==> src/hdl/mep_pkg.sv <==
// Shared constants, command and status types and fixed-point helpers for the escape-time block.
package mep_pkg;

  // Fixed-point format and loop limits
  localparam int WORD_W      = 32;
  localparam int FRAC_BITS   = 25;
  localparam int MAX_ITER    = 100;
  localparam int COUNT_W     = $clog2(MAX_ITER + 1);
  localparam int LUT_DEPTH   = 2 ** COUNT_W;

  // Pixel span is an odd factor times a power of two
  localparam int SPAN_SHIFT  = 7;
  localparam int SPAN_ODD    = 3;
  localparam int SPAN_PIXELS = SPAN_ODD << SPAN_SHIFT;

  // Field widths
  localparam int COL_W       = 9;
  localparam int ROW_W       = 8;
  localparam int COLOUR_W    = 16;
  localparam int IN_TDATA_W  = 24;
  localparam int OUT_TDATA_W = 24;
  localparam int CFG_IDX_W   = 2;

  // Pixel mapping: scale times column, magnitude, then divide by SPAN_ODD one byte a cycle
  localparam int PROD_W      = WORD_W + COL_W + 1;
  localparam int MAG_W       = WORD_W + COL_W - 1;
  localparam int DIV_DIG_W   = 8;
  localparam int DIV_W       = ((MAG_W - SPAN_SHIFT + DIV_DIG_W - 1) / DIV_DIG_W) * DIV_DIG_W;
  localparam int DIV_STEPS   = DIV_W / DIV_DIG_W;
  localparam int DIV_CNT_W   = $clog2(DIV_STEPS);
  localparam int REM_W       = $clog2(SPAN_ODD);

  // Reciprocal of SPAN_ODD: exact floor for every remainder-and-byte value
  localparam int DIV_RECIP_SHIFT = DIV_DIG_W + REM_W + 1;
  localparam int DIV_RECIP       = ((1 << DIV_RECIP_SHIFT) + SPAN_ODD - 1) / SPAN_ODD;
  localparam int DIV_RECIP_W     = $clog2(DIV_RECIP + 1);

  localparam logic signed [WORD_W-1:0] ONE     = WORD_W'(1) << FRAC_BITS;
  localparam logic signed [WORD_W-1:0] FOUR    = ONE << 2;
  localparam logic signed [WORD_W-1:0] QUARTER = ONE >>> 2;

  // Configuration register indexes
  typedef enum logic [CFG_IDX_W-1:0] {
    REG_VIEW_SCALE  = 2'd0,
    REG_CENTER_REAL = 2'd1,
    REG_CENTER_IMAG = 2'd2
  } mep_reg_t;

  // Controller to datapath commands
  typedef struct packed {
    logic load;
    logic div_step;
    logic map;
    logic card_x;
    logic card_q;
    logic card_t;
    logic iter_step;
    logic out_load;
  } mep_cmd_t;

  // Datapath to controller status
  typedef struct packed {
    logic div_last;
    logic iter_done;
    logic out_free;
  } mep_stat_t;

  // Fixed-point product: exact 64-bit, floor shift, wrapped to a word
  function automatic logic signed [WORD_W-1:0] mulq(input logic signed [WORD_W-1:0] a,
                                                    input logic signed [WORD_W-1:0] b);
    logic signed [2*WORD_W-1:0] p;
    p = a * b;
    return p[FRAC_BITS +: WORD_W];
  endfunction

  // One triangle channel of the colour map
  function automatic longint tri_level(input longint peak, input longint centre,
                                       input longint frac, input longint one);
    longint d;
    longint v;
    d = centre - frac;
    if (d < 0) d = -d;
    v = peak - d;
    v = (v > 0) ? 6 * v : 0;
    return (v > one) ? one : v;
  endfunction

  // RGB565 colour of an iteration count, evaluated with constant arguments only
  function automatic logic [COLOUR_W-1:0] colour_of(input int count);
    longint one;
    longint frac;
    longint r;
    longint g;
    longint b;
    longint rb;
    longint gb;
    longint bb;
    one  = longint'(1) <<< FRAC_BITS;
    frac = (longint'(count) * one) / MAX_ITER;
    r    = tri_level(one >>> 2, one >>> 2, frac, one);
    g    = tri_level(one / 3, one >>> 1, frac, one);
    b    = tri_level(one >>> 2, (one >>> 2) + (one >>> 1), frac, one);
    if (frac < (one >>> 2)) r = (r + one) >>> 1;
    if (frac > (one >>> 2) + (one >>> 1)) b = (b + one) >>> 1;
    rb = (31 * r) >>> FRAC_BITS;
    gb = (63 * g) >>> FRAC_BITS;
    bb = (31 * b) >>> FRAC_BITS;
    return {5'(rb), 6'(gb), 5'(bb)};
  endfunction

endpackage

==> src/hdl/mep_ctrl.sv <==
// Sequencing state machine: divide, mapping, cardioid test, iteration and result hand-off.
module mep_ctrl (
  input  logic                clk,
  input  logic                rst_n,
  input  logic                in_tvalid,
  output logic                in_tready,
  input  mep_pkg::mep_stat_t  stat,
  output mep_pkg::mep_cmd_t   cmd
);

  typedef enum logic [2:0] {
    S_IDLE,
    S_DIV,
    S_MAP,
    S_CARD_X,
    S_CARD_Q,
    S_CARD_T,
    S_ITER,
    S_DONE
  } state_t;

  state_t state_r;
  state_t state_nxt;
  logic   in_ready_r;
  logic   in_ready_nxt;

  assign in_tready = in_ready_r;

  // Next state and commands
  always_comb begin
    state_nxt = state_r;
    cmd       = '0;
    unique case (state_r)
      S_IDLE: begin
        if (in_tvalid && in_ready_r) begin
          cmd.load  = 1'b1;
          state_nxt = S_DIV;
        end
      end
      S_DIV: begin
        cmd.div_step = 1'b1;
        if (stat.div_last) state_nxt = S_MAP;
      end
      S_MAP: begin
        cmd.map   = 1'b1;
        state_nxt = S_CARD_X;
      end
      S_CARD_X: begin
        cmd.card_x = 1'b1;
        state_nxt  = S_CARD_Q;
      end
      S_CARD_Q: begin
        cmd.card_q = 1'b1;
        state_nxt  = S_CARD_T;
      end
      S_CARD_T: begin
        cmd.card_t = 1'b1;
        state_nxt  = S_ITER;
      end
      S_ITER: begin
        if (stat.iter_done) state_nxt = S_DONE;
        else cmd.iter_step = 1'b1;
      end
      S_DONE: begin
        if (stat.out_free) begin
          cmd.out_load = 1'b1;
          state_nxt    = S_IDLE;
        end
      end
      default: state_nxt = S_IDLE;
    endcase
    in_ready_nxt = (state_nxt == S_IDLE);
  end

  // State and registered ready
  always_ff @(posedge clk) begin
    if (!rst_n) begin
      state_r    <= S_IDLE;
      in_ready_r <= 1'b0;
    end else begin
      state_r    <= state_nxt;
      in_ready_r <= in_ready_nxt;
    end
  end

endmodule

==> config.mk <==
export PLATFORM = sky130hd
export DESIGN_NAME = mep_ctrl
export DESIGN_NICKNAME = d
export VERILOG_FILES = /design/src/hdl/mep_pkg.sv /design/src/hdl/mep_ctrl.sv
export SDC_FILE = /design/constraint.sdc
export NUM_CORES = 1
export LEC_CHECK = 0
export ABC_CLOCK_PERIOD_IN_PS = 1150
export BUFFER_PORTS_ARGS = -buffer_cell sky130_fd_sc_hd__clkbuf_2
export CORE_AREA = 2 2 39 41
export DETAILED_ROUTE_END_ITERATION = 12
export DIE_AREA = 0 0 41 43
export SLEW_MARGIN = 25
export SYNTH_ARGS = -nofsm -noshare
export SYNTH_HDL_FRONTEND = slang
export SYNTH_SLANG_ARGS = --single-unit
==> constraint.sdc <==
create_clock -name clk -period 1.15 [get_ports clk]
set_input_delay 0.2875 -clock clk [delete_from_list [all_inputs] [get_ports clk]]
set_output_delay 0.2875 -clock clk [all_outputs]
set_load 0.005 [all_outputs]
==> results of run 1 <==
power breakdown:
part / switching, mW / leakage, nW / internal, mW
clock: 0.0614 / 0.0138 / 0.117
combinational: 0.0841 / 0.202 / 0.132
sequential: 0.0264 / 0.0351 / 0.157
routing by layer:
layer	part of all wire (%)	up-vias
met1	41	159
li1	-	183
met3	5.5	5
met5	0	-
met2	51	11
met4	3.2	0
cell usage after synthesis, drive strengths merged:
cell / number
dfxtp: 4
nand2: 4
a21oi: 3
buf: 3
nor2b: 3
nor3b: 3
nand2b: 2
nor4: 2
o21ai: 2
o31a: 2
a211oi: 1
a21boi: 1
and2: 1
and2b: 1
and4: 1
nor2: 1
nor3: 1
o211ai: 1
worst max-delay path by stage:
| stage | startpoint | end | slack [ns] |
|---|---|---|---|
| 6_report | state_r[1] | cmd[6] | -0.22 |
| 2_1_floorplan | state_r[1] | cmd[2] | 0.01 |
| 3_5_place_dp | state_r[1] | cmd[5] | -0.09 |
| 5_1_grt | state_r[1] | cmd[6] | -0.27 |
| 4_1_cts | state_r[1] | cmd[2] | -0.23 |
| 3_3_place_gp | state_r[1] | cmd[5] | -0.08 |
timing repair:
item,in CTS,in global routing
buffers inserted,2,2
setup endpoints to repair,11,11
hold buffers,0,0
gates resized for setup,7,15
pin swaps,2,1
per-stage QoR:
| stage | TNS (ns) | util (%) | total power, mW | std cells |
|---|---|---|---|---|
| 6_report | -1.58 | 38.7 | 0.578 | 78 |
| 5_1_grt | -2.15 | 38.7 | 0.613 | 78 |
| 4_1_cts | -1.60 | 35.3 | 0.558 | 76 |
| 3_5_place_dp | -0.474 | 31.6 | 0.360 | 71 |
| 3_3_place_gp | -0.464 | 31.6 | 0.356 | 71 |
| 2_1_floorplan | 0 | - | 0.277 | 36 |
layout make-up:
class | instances | area (sq um) | share of cell area [%]
Tap cell | 16 | 20.0 | 3.74
Clock buffer | 3 | 22.5 | 4.21
Sequential cell | 4 | 91.3 | 17.1
Timing Repair Buffer | 26 | 168 | 31.3
Multi-Input combinational cell | 29 | 234 | 43.7
state kept, by name, summed over array words and instances, names as in the netlist:
signal / flops
in_tready: 1
state_r: 3
logic make-up after synthesis:
group / after synthesis
simple gates: 19
compound gates: 10
flops: 4
buf+inv: 3
layout by cell type, fill, tap and decap left out, types with 2 or more instances in the layout:
cell type,n
dfxtp_4,3
clkbuf_4,3
buf_2,5
buf_6,2
o31a_1,2
nor3b_1,2
buf_4,10
a21oi_1,3
clkbuf_2,9
nand2b_1,2
nand2_2,2
nand2_1,2
==> impl_metrics.csv, run 1 <==
group,metric,value,unit
finish,final_nets,70,
synthesis,synthMuxAreaShare,0,%
clock_network,clock-root-buffer,"clkbuf_4",
clock_network,clk-insertion-delay-late,0.24,ns
setup_path,cp-start-kind,"register",
placement,gp_congestion,0.669,
setup_path,reg2reg_depth,5,
setup_path,r2r_slack,-0.13,ns
finish,final_area,536,sq um
status,violations,"setup timing",
synthesis,synth_top_area_share,25.9,%
timing,hold_slack,0.322,ns
placement,place_ws,-0.0868,ns
clock_network,clk_pin_slew_worst_paths,0.04,ns
placement,place_area,438,sq um
synthesis,synth_top_family_by_area,"simple AND/OR/NAND/NOR gates",
synthesis,syn_nets,42,
setup_path,required,0.86,ns
timing,hold_viol,0,
clock_network,clockBufferDepth,2,
global_route,grt-busiest-layer,"met2",
setup_path,reg2reg_from,"state_r[1]",
timing,clock.fmax,729,MHz
status,status,"complete, but fails checks",
timing,period_minus_slack,1.37,ns
setup_path,arrival,1.08,ns
run,drv_cap,0,
die,row_count,14,
clock_network,htreeDepth,1,
synthesis,synth_warnings,0,
clock_network,numClockSinks,4,
setup_path,critPathCaptureType,"primary output",
clock_network,cts_buffers,3,
detailed_routing,routed-via-count,358,
timing,worst_slack,-0.222,ns
timing,worstMarginPinSlew,0.269,ns
detailed_routing,final_antenna_net_count,0,
clock_network,cts_tree,"done",
placement,hpwl,604,microns
global_route,grt_usage,10.5,%
setup_path,cp_cell_sequence,"and2b_2 > nor2b_4 > buf_2",
pwr,leakagePower,0.251,nW
die,start_util,22.3,%
finish,diodes,0,
setup_path,critPathBufInv,1,
die,die_w,41,microns
hold_path,hold_path_end,"state_r[0]",
timing,slew_headroom,82.0,%
pwr,power-per-cell-area,1080,nW/um^2
timing,grt_setup_unrepaired,"true",
global_route,grt_pass1_vias,323,
global_route,grt_use_met1,11.5,%
hold_path,worstHoldStart,"rst_n",
synthesis,synthXorXnorAreaFrac,0,%
pwr,peakVddDrop,0.352,mV
detailed_routing,drc,0,
setup_path,reg2reg_to,"state_r[0]",
hold_path,hold_path_depth,2,
synthesis,syn_area,309,sq um
global_route,antenna_found_initial,0,
synthesis,syn_inst,36,
setup_path,worst-path-max-fanout,6,
synthesis,ys_seq_elements,4,
finish,fill_cells,146,
detailed_routing,vias_per_cell,4.59,
synthesis,synth_area_leaders,"dfxtp_1 (26%), buf_4 (7.3%), nor3b_1 (7.3%)",
timing,finalMaxSlewViolations,0,
placement,io_buffer_count,14,
setup_path,crit_type,"register to primary output",
setup_path,path_delay_family,"flip-flops",
setup_path,cpMaxStageDelayCell,"dfxtp_4",
synthesis,synth-simple-area-share,44.5,%
synthesis,syn-mean-instance-area,8.58,sq um
timing,finClkSkew,0.00704,ns
global_route,gr-total-overflow,0,
detailed_routing,post_drt_wl_per_cell,11.0,microns
finish,synthToLayoutAreaGrowth,73.3,%
detailed_routing,first_iter_violations,3,
synthesis,synthAdderAreaFrac,0,%
timing,fin_crit_sh,119,%
die,die-area,1760,sq um
finish,layout-drive-gt1-share,71.0,%
setup_path,path_depth,3,
global_route,grt_max_degree,10,
detailed_routing,drt_wl_total,857,microns
synthesis,ys_seq_area_share,25.9,%
die,core-area,1380,sq um
global_route,grt.met3_usage,3.14,%
global_route,grt_pass1_wl,1230,microns
die,ios,15,
die,die_h,43,microns
global_route,grtUsageMet2,15.3,%
hold_path,hp-class,"primary input to register",
detailed_routing,drt-pass1-iter-count,3,
synthesis,synth_compound_area_share,22.3,%
timing,setup_viol,10,
synthesis,synth_top_cell_by_area,"dfxtp_1",
synthesis,yosysUniqueCellTypes,20,
setup_path,cpPeakStageDelay,0.37,ns
Power figures use the tool's default switching activity.
==> run 2: changes to the inputs <==
REMOVE_ABC_BUFFERS = 1   (was default)
==> run 2 against run 1 <==
Effect of this change: the flow still finishes with violations (setup timing); via count fell by 0.28%; flip-flop and latch count unchanged; highest routed layer unchanged; routed wire length rose by 1.5%; critical path type unchanged.
==> impl_metrics.csv, run 2 (synthesis gave the netlist of run 1 again) <==
group,metric,value,unit
status,status,"complete, but fails checks",
status,violations,"setup timing",
finish,final_nets,69,
setup_path,critPathBufInv,2,
detailed_routing,drc,0,
clock_network,clockBufferDepth,2,
finish,layout.cells.non_filler,77,
global_route,antenna_found_initial,0,
pwr,p_int,0.391,mW
global_route,grt_usage,11.9,%
setup_path,r2r_slack,-0.08,ns
run,drv_cap,0,
pwr,finalPower,0.564,mW
clock_network,clk-insertion-delay-late,0.24,ns
finish,final_area,548,sq um
clock_network,clock-root-buffer,"clkbuf_4",
detailed_routing,first_iter_violations,0,
timing,clock.fmax,710,MHz
pwr,switching_share,30.7,%
global_route,grt_pass1_wl,1280,microns
timing,period_minus_slack,1.41,ns
timing,fin_crit_sh,122,%
placement,place_area,444,sq um
setup_path,cpMaxStageDelayCell,"dfxtp_4",
die,ios,15,
detailed_routing,vias_per_cell,4.64,
placement,dpl.cell_count,72,
die,row_count,14,
timing,grt_setup_unrepaired,"true",
pwr,pwr-share-clk,32.4,%
global_route,grt_max_degree,11,
finish,synthToLayoutAreaGrowth,77.3,%
finish,diodes,0,
pwr,power-per-cell-area,1030,nW/um^2
clock_network,htreeDepth,1,
pwr,peakVddDrop,0.460,mV
pwr,leakagePower,0.251,nW
setup_path,crit_type,"register to primary output",
die,start_util,22.3,%
finish,utilization,39.6,%
hold_path,hp-class,"primary input to register",
setup_path,arrival,1.12,ns
setup_path,reg2reg_to,"state_r[0]",
setup_path,startpoint,"state_r[0]",
setup_path,cp-start-kind,"register",
setup_path,setup.worst_path.end,"cmd[7]",
timing,slew_headroom,85.8,%
timing,finalMaxSlewViolations,0,
finish,fill_cells,146,
setup_path,path_delay_family,"flip-flops",
finish,regMostFlops,"state_r",
placement,io_buffer_count,14,
detailed_routing,drt-pass1-iter-count,1,
die,die_h,43,microns
clock_network,clk_pin_slew_worst_paths,0.03,ns
setup_path,reg2reg_depth,3,
setup_path,cp_cell_sequence,"buf_6 > nor4_4 > buf_2",
timing,finClkSkew,0.0112,ns
timing,worst_slack,-0.258,ns
detailed_routing,post_drt_wl_per_cell,11.3,microns
clock_network,hold_buffers,0,
finish,largest_reg_flops,3,
timing,hold_viol,0,
timing,worstMarginPinSlew,0.212,ns
pwr,p_comb_share,35.8,%
setup_path,reg2reg_from,"state_r[1]",
detailed_routing,routed-via-count,357,
detailed_routing,drt_wl_total,870,microns
finish,layout_common_cells,"buf_4 (9), clkbuf_2 (8), nand2_1 (4), buf_2 (4), buf_6 (4)",
clock_network,numClockSinks,4,
setup_path,path_depth,3,
timing,setup_viol,10,
die,die-area,1760,sq um
pwr,power.switching,0.173,mW
setup_path,worst-path-max-fanout,7,
global_route,gr-total-overflow,0,
setup_path,required,0.86,ns
pwr,power_frac_seq,31.8,%
detailed_routing,final_antenna_net_count,0,
finish,layout_commonest_cell,"buf_4",
setup_path,cpPeakStageDelay,0.36,ns
finish,layout-drive-gt1-share,68.9,%
clock_network,cts_buffers,3,
setup_path,critPathCaptureType,"primary output",
clock_network,cts_tree,"done",
placement,hpwl,596,microns
die,core-area,1380,sq um
placement,gp_congestion,0.730,
global_route,grt_pass1_vias,290,
die,die_w,41,microns
timing,setup_tns,-1.60,ns
## run 2: worst register-to-register path: cells and delay by family, from the launching register on
family | cells | cell delay [ns]
compound gates | 2 | 0.57
flops | 1 | 0.36
simple gates | 1 | 0.17
## run 2: timing repair
action / CTS / global route
cloned: 0 / 0
pin swaps: 2 / 5
setup buffers: 0 / 2
setup endpoints to repair: 10 / 10
resized for setup: 7 / 18
## run 2: metrics by stage
| step | hold slack (ns) | setup WS [ns] |
|---|---|---|
| floorplan | 0.409 | -0.126 |
| global route | 0.316 | -0.318 |
| CTS | 0.305 | -0.287 |
| global placement | 0.561 | -0.0919 |
| detailed placement | 0.568 | -0.105 |
| finish | 0.323 | -0.258 |
## run 2: metal layers
metal	routed length, microns	part of all wire [%]	track usage, %
met3	39	4.5	6.28
met5	0	0	0
met1	390	45	15.1
met4	19	2.2	12.0
met2	422	49	13.1
## run 2: area by class of cell
type / instances / area [sq um] / area share, %
multi-input cells: 29 / 241 / 44.1
clock buffers: 3 / 22.5 / 4.11
repair buffers: 25 / 173 / 31.5
flip-flops and latches: 4 / 91.3 / 16.7
well taps: 16 / 20.0 / 3.65
## run 2: power by group through the flow
stage	clock [mW]	combinational, mW	sequential (mW)
global placement	0	0.169	0.177
CTS	0.197	0.177	0.179
floorplan	0	0.0717	0.189
detailed placement	0	0.171	0.179
global route	0.209	0.220	0.182
finish	0.183	0.202	0.179
## run 2: worst min-delay path by stage
stage / end / depth (start not counted) / start / slack, ns
after floorplan: in_tready / 2 / rst_n / 0.41
after global placement: state_r[0] / 2 / rst_n / 0.56
after detailed placement: state_r[0] / 2 / rst_n / 0.57
after CTS: state_r[0] / 2 / rst_n / 0.31
after global routing: state_r[0] / 2 / rst_n / 0.32
final: state_r[0] / 2 / rst_n / 0.32
==> run 3: changes to the inputs <==
CAP_MARGIN = 15   (was default)
SETUP_SLACK_MARGIN = 0.4   (was default)
==> run 3 against run 2 <==
Effect of this change: the run still ends with setup timing left; clock power up 3%; global-route usage unchanged; via count up 1.7%; largest power group unchanged.
==> impl_metrics.csv, run 3 (synthesis gave the netlist of run 1 again) <==
group,metric,value,unit
setup_path,path_delay_family,"flip-flops",
timing,worstMarginPinSlew,0.213,ns
global_route,grt_usage,11.9,%
hold_path,hp-class,"primary input to register",
pwr,peakVddDrop,0.505,mV
timing,hold_viol,0,
setup_path,reg2reg_from,"state_r[1]",
die,die_w,41,microns
finish,layout-drive-gt1-share,75.4,%
timing,slew_headroom,85.7,%
detailed_routing,drc,0,
detailed_routing,post_drt_wl_per_cell,12.0,microns
die,die-area,1760,sq um
timing,clock.fmax,706,MHz
setup_path,r2r_slack,-0.08,ns
finish,synthToLayoutAreaGrowth,85.4,%
setup_path,cpMaxStageDelayCell,"dfxtp_4",
clock_network,numClockSinks,4,
clock_network,cts_tree,"done",
global_route,antenna_found_initial,0,
setup_path,crit_type,"register to primary output",
global_route,grt_pass1_wl,1280,microns
die,start_util,22.3,%
status,violations,"setup timing",
die,die_h,43,microns
timing,period_minus_slack,1.42,ns
setup_path,startpoint,"state_r[0]",
die,ios,15,
pwr,p_int,0.395,mW
placement,place_area,444,sq um
placement,hpwl,596,microns
pwr,p_comb_share,36.2,%
setup_path,reg2reg_to,"state_r[0]",
setup_path,setup.worst_path.end,"cmd[7]",
setup_path,path_depth,3,
clock_network,clk_pin_slew_worst_paths,0.03,ns
timing,worst_slack,-0.266,ns
finish,regMostFlops,"state_r",
pwr,power.switching,0.185,mW
placement,io_buffer_count,14,
pwr,power-per-cell-area,1010,nW/um^2
detailed_routing,final_antenna_net_count,0,
clock_network,clockBufferDepth,2,
clock_network,htreeDepth,1,
setup_path,critPathCaptureType,"primary output",
timing,fin_crit_sh,123,%
detailed_routing,vias_per_cell,4.71,
die,core-area,1380,sq um
status,status,"complete, but fails checks",
setup_path,required,0.86,ns
detailed_routing,first_iter_violations,4,
finish,layout_common_cells,"clkbuf_2 (8), buf_6 (7), buf_4 (6)",
run,drv_cap,0,
timing,hold_slack,0.316,ns
timing,setup_viol,10,
global_route,grt_max_degree,11,
clock_network,clock-root-buffer,"clkbuf_4",
global_route,grt_pass1_vias,290,
setup_path,reg2reg_depth,3,
pwr,pwr-share-clk,32.5,%
detailed_routing,drt-pass1-iter-count,2,
timing,finalMaxSlewViolations,0,
setup_path,arrival,1.13,ns
clock_network,clk-insertion-delay-late,0.25,ns
placement,gp_congestion,0.730,
setup_path,cp_cell_sequence,"buf_6 > nor4_4 > buf_2",
detailed_routing,drt_wl_total,924,microns
finish,diodes,0,
pwr,finalPower,0.580,mW
timing,grt_setup_unrepaired,"true",
setup_path,critPathBufInv,2,
timing,finClkSkew,0.0112,ns
finish,final_area,573,sq um
setup_path,cp-start-kind,"register",
pwr,leakagePower,0.257,nW
pwr,switching_share,31.9,%
detailed_routing,routed-via-count,363,
pwr,power_frac_seq,31.3,%
finish,layout_commonest_cell,"clkbuf_2",
setup_path,worst-path-max-fanout,7,
finish,final_nets,69,
global_route,gr-total-overflow,0,
finish,largest_reg_flops,3,
die,row_count,14,
clock_network,cts_buffers,3,
setup_path,cpPeakStageDelay,0.36,ns
[run 3: power groups by stage]
stage / registers [mW] / clock network (mW) / logic [mW]
3_3_place_gp: 0.177 / 0 / 0.169
2_1_floorplan: 0.189 / 0 / 0.0717
5_1_grt: 0.184 / 0.209 / 0.227
3_5_place_dp: 0.179 / 0 / 0.171
4_1_cts: 0.180 / 0.197 / 0.177
6_report: 0.181 / 0.189 / 0.210
[run 3: worst min path at each step]
stage,start,endpoint,slack [ns],cells after the start
after global routing,rst_n,state_r[0],0.31,2
after detailed placement,rst_n,state_r[0],0.57,2
final,rst_n,state_r[0],0.32,2
after global placement,rst_n,state_r[0],0.56,2
after floorplan,rst_n,in_tready,0.41,2
after CTS,rst_n,state_r[0],0.31,2
[run 3: what timing repair did]
action                     CTS  global route
hold buffers                 0             0
pin swaps                    2             7
buffers inserted             0             2
gates resized for setup      8            25
setup endpoints to repair   13            13
[run 3: per-layer routing]
metal	track usage, %	part of all wire, %	wire (microns)	vias to the layer above
met1	15.1	44	402	167
met3	6.28	4.9	45	4
met2	13.1	49	452	13
li1	-	-	-	179
met5	0	0	0	-
met4	12.0	2.5	23	0
[run 3: metrics by stage]
step                worst slack (ns)  setup TNS [ns]  utilization, %  std cells
finish                        -0.266           -1.73            41.4         77
global route                  -0.319           -2.26            41.4         77
CTS                           -0.287           -1.83            35.1         75
detailed placement            -0.105          -0.641            32.1         72
global placement             -0.0919          -0.521            32.1         72
floorplan                     -0.126          -0.320               -         33
[run 3: cell type report]
class | instances | area (sq um)
Timing Repair Buffer | 25 | 184
Clock buffer | 3 | 22.5
Tap cell | 16 | 20.0
Multi-Input combinational cell | 29 | 254
Fill cell | 149 | 811
Sequential cell | 4 | 92.6
[run 3: worst register-to-register path, stage by stage, from the launching register on]
cell and delay [ns]:
dfxtp_4 0.36, nor2b_2 0.17, o31a_1 0.33, o31a_1 0.24
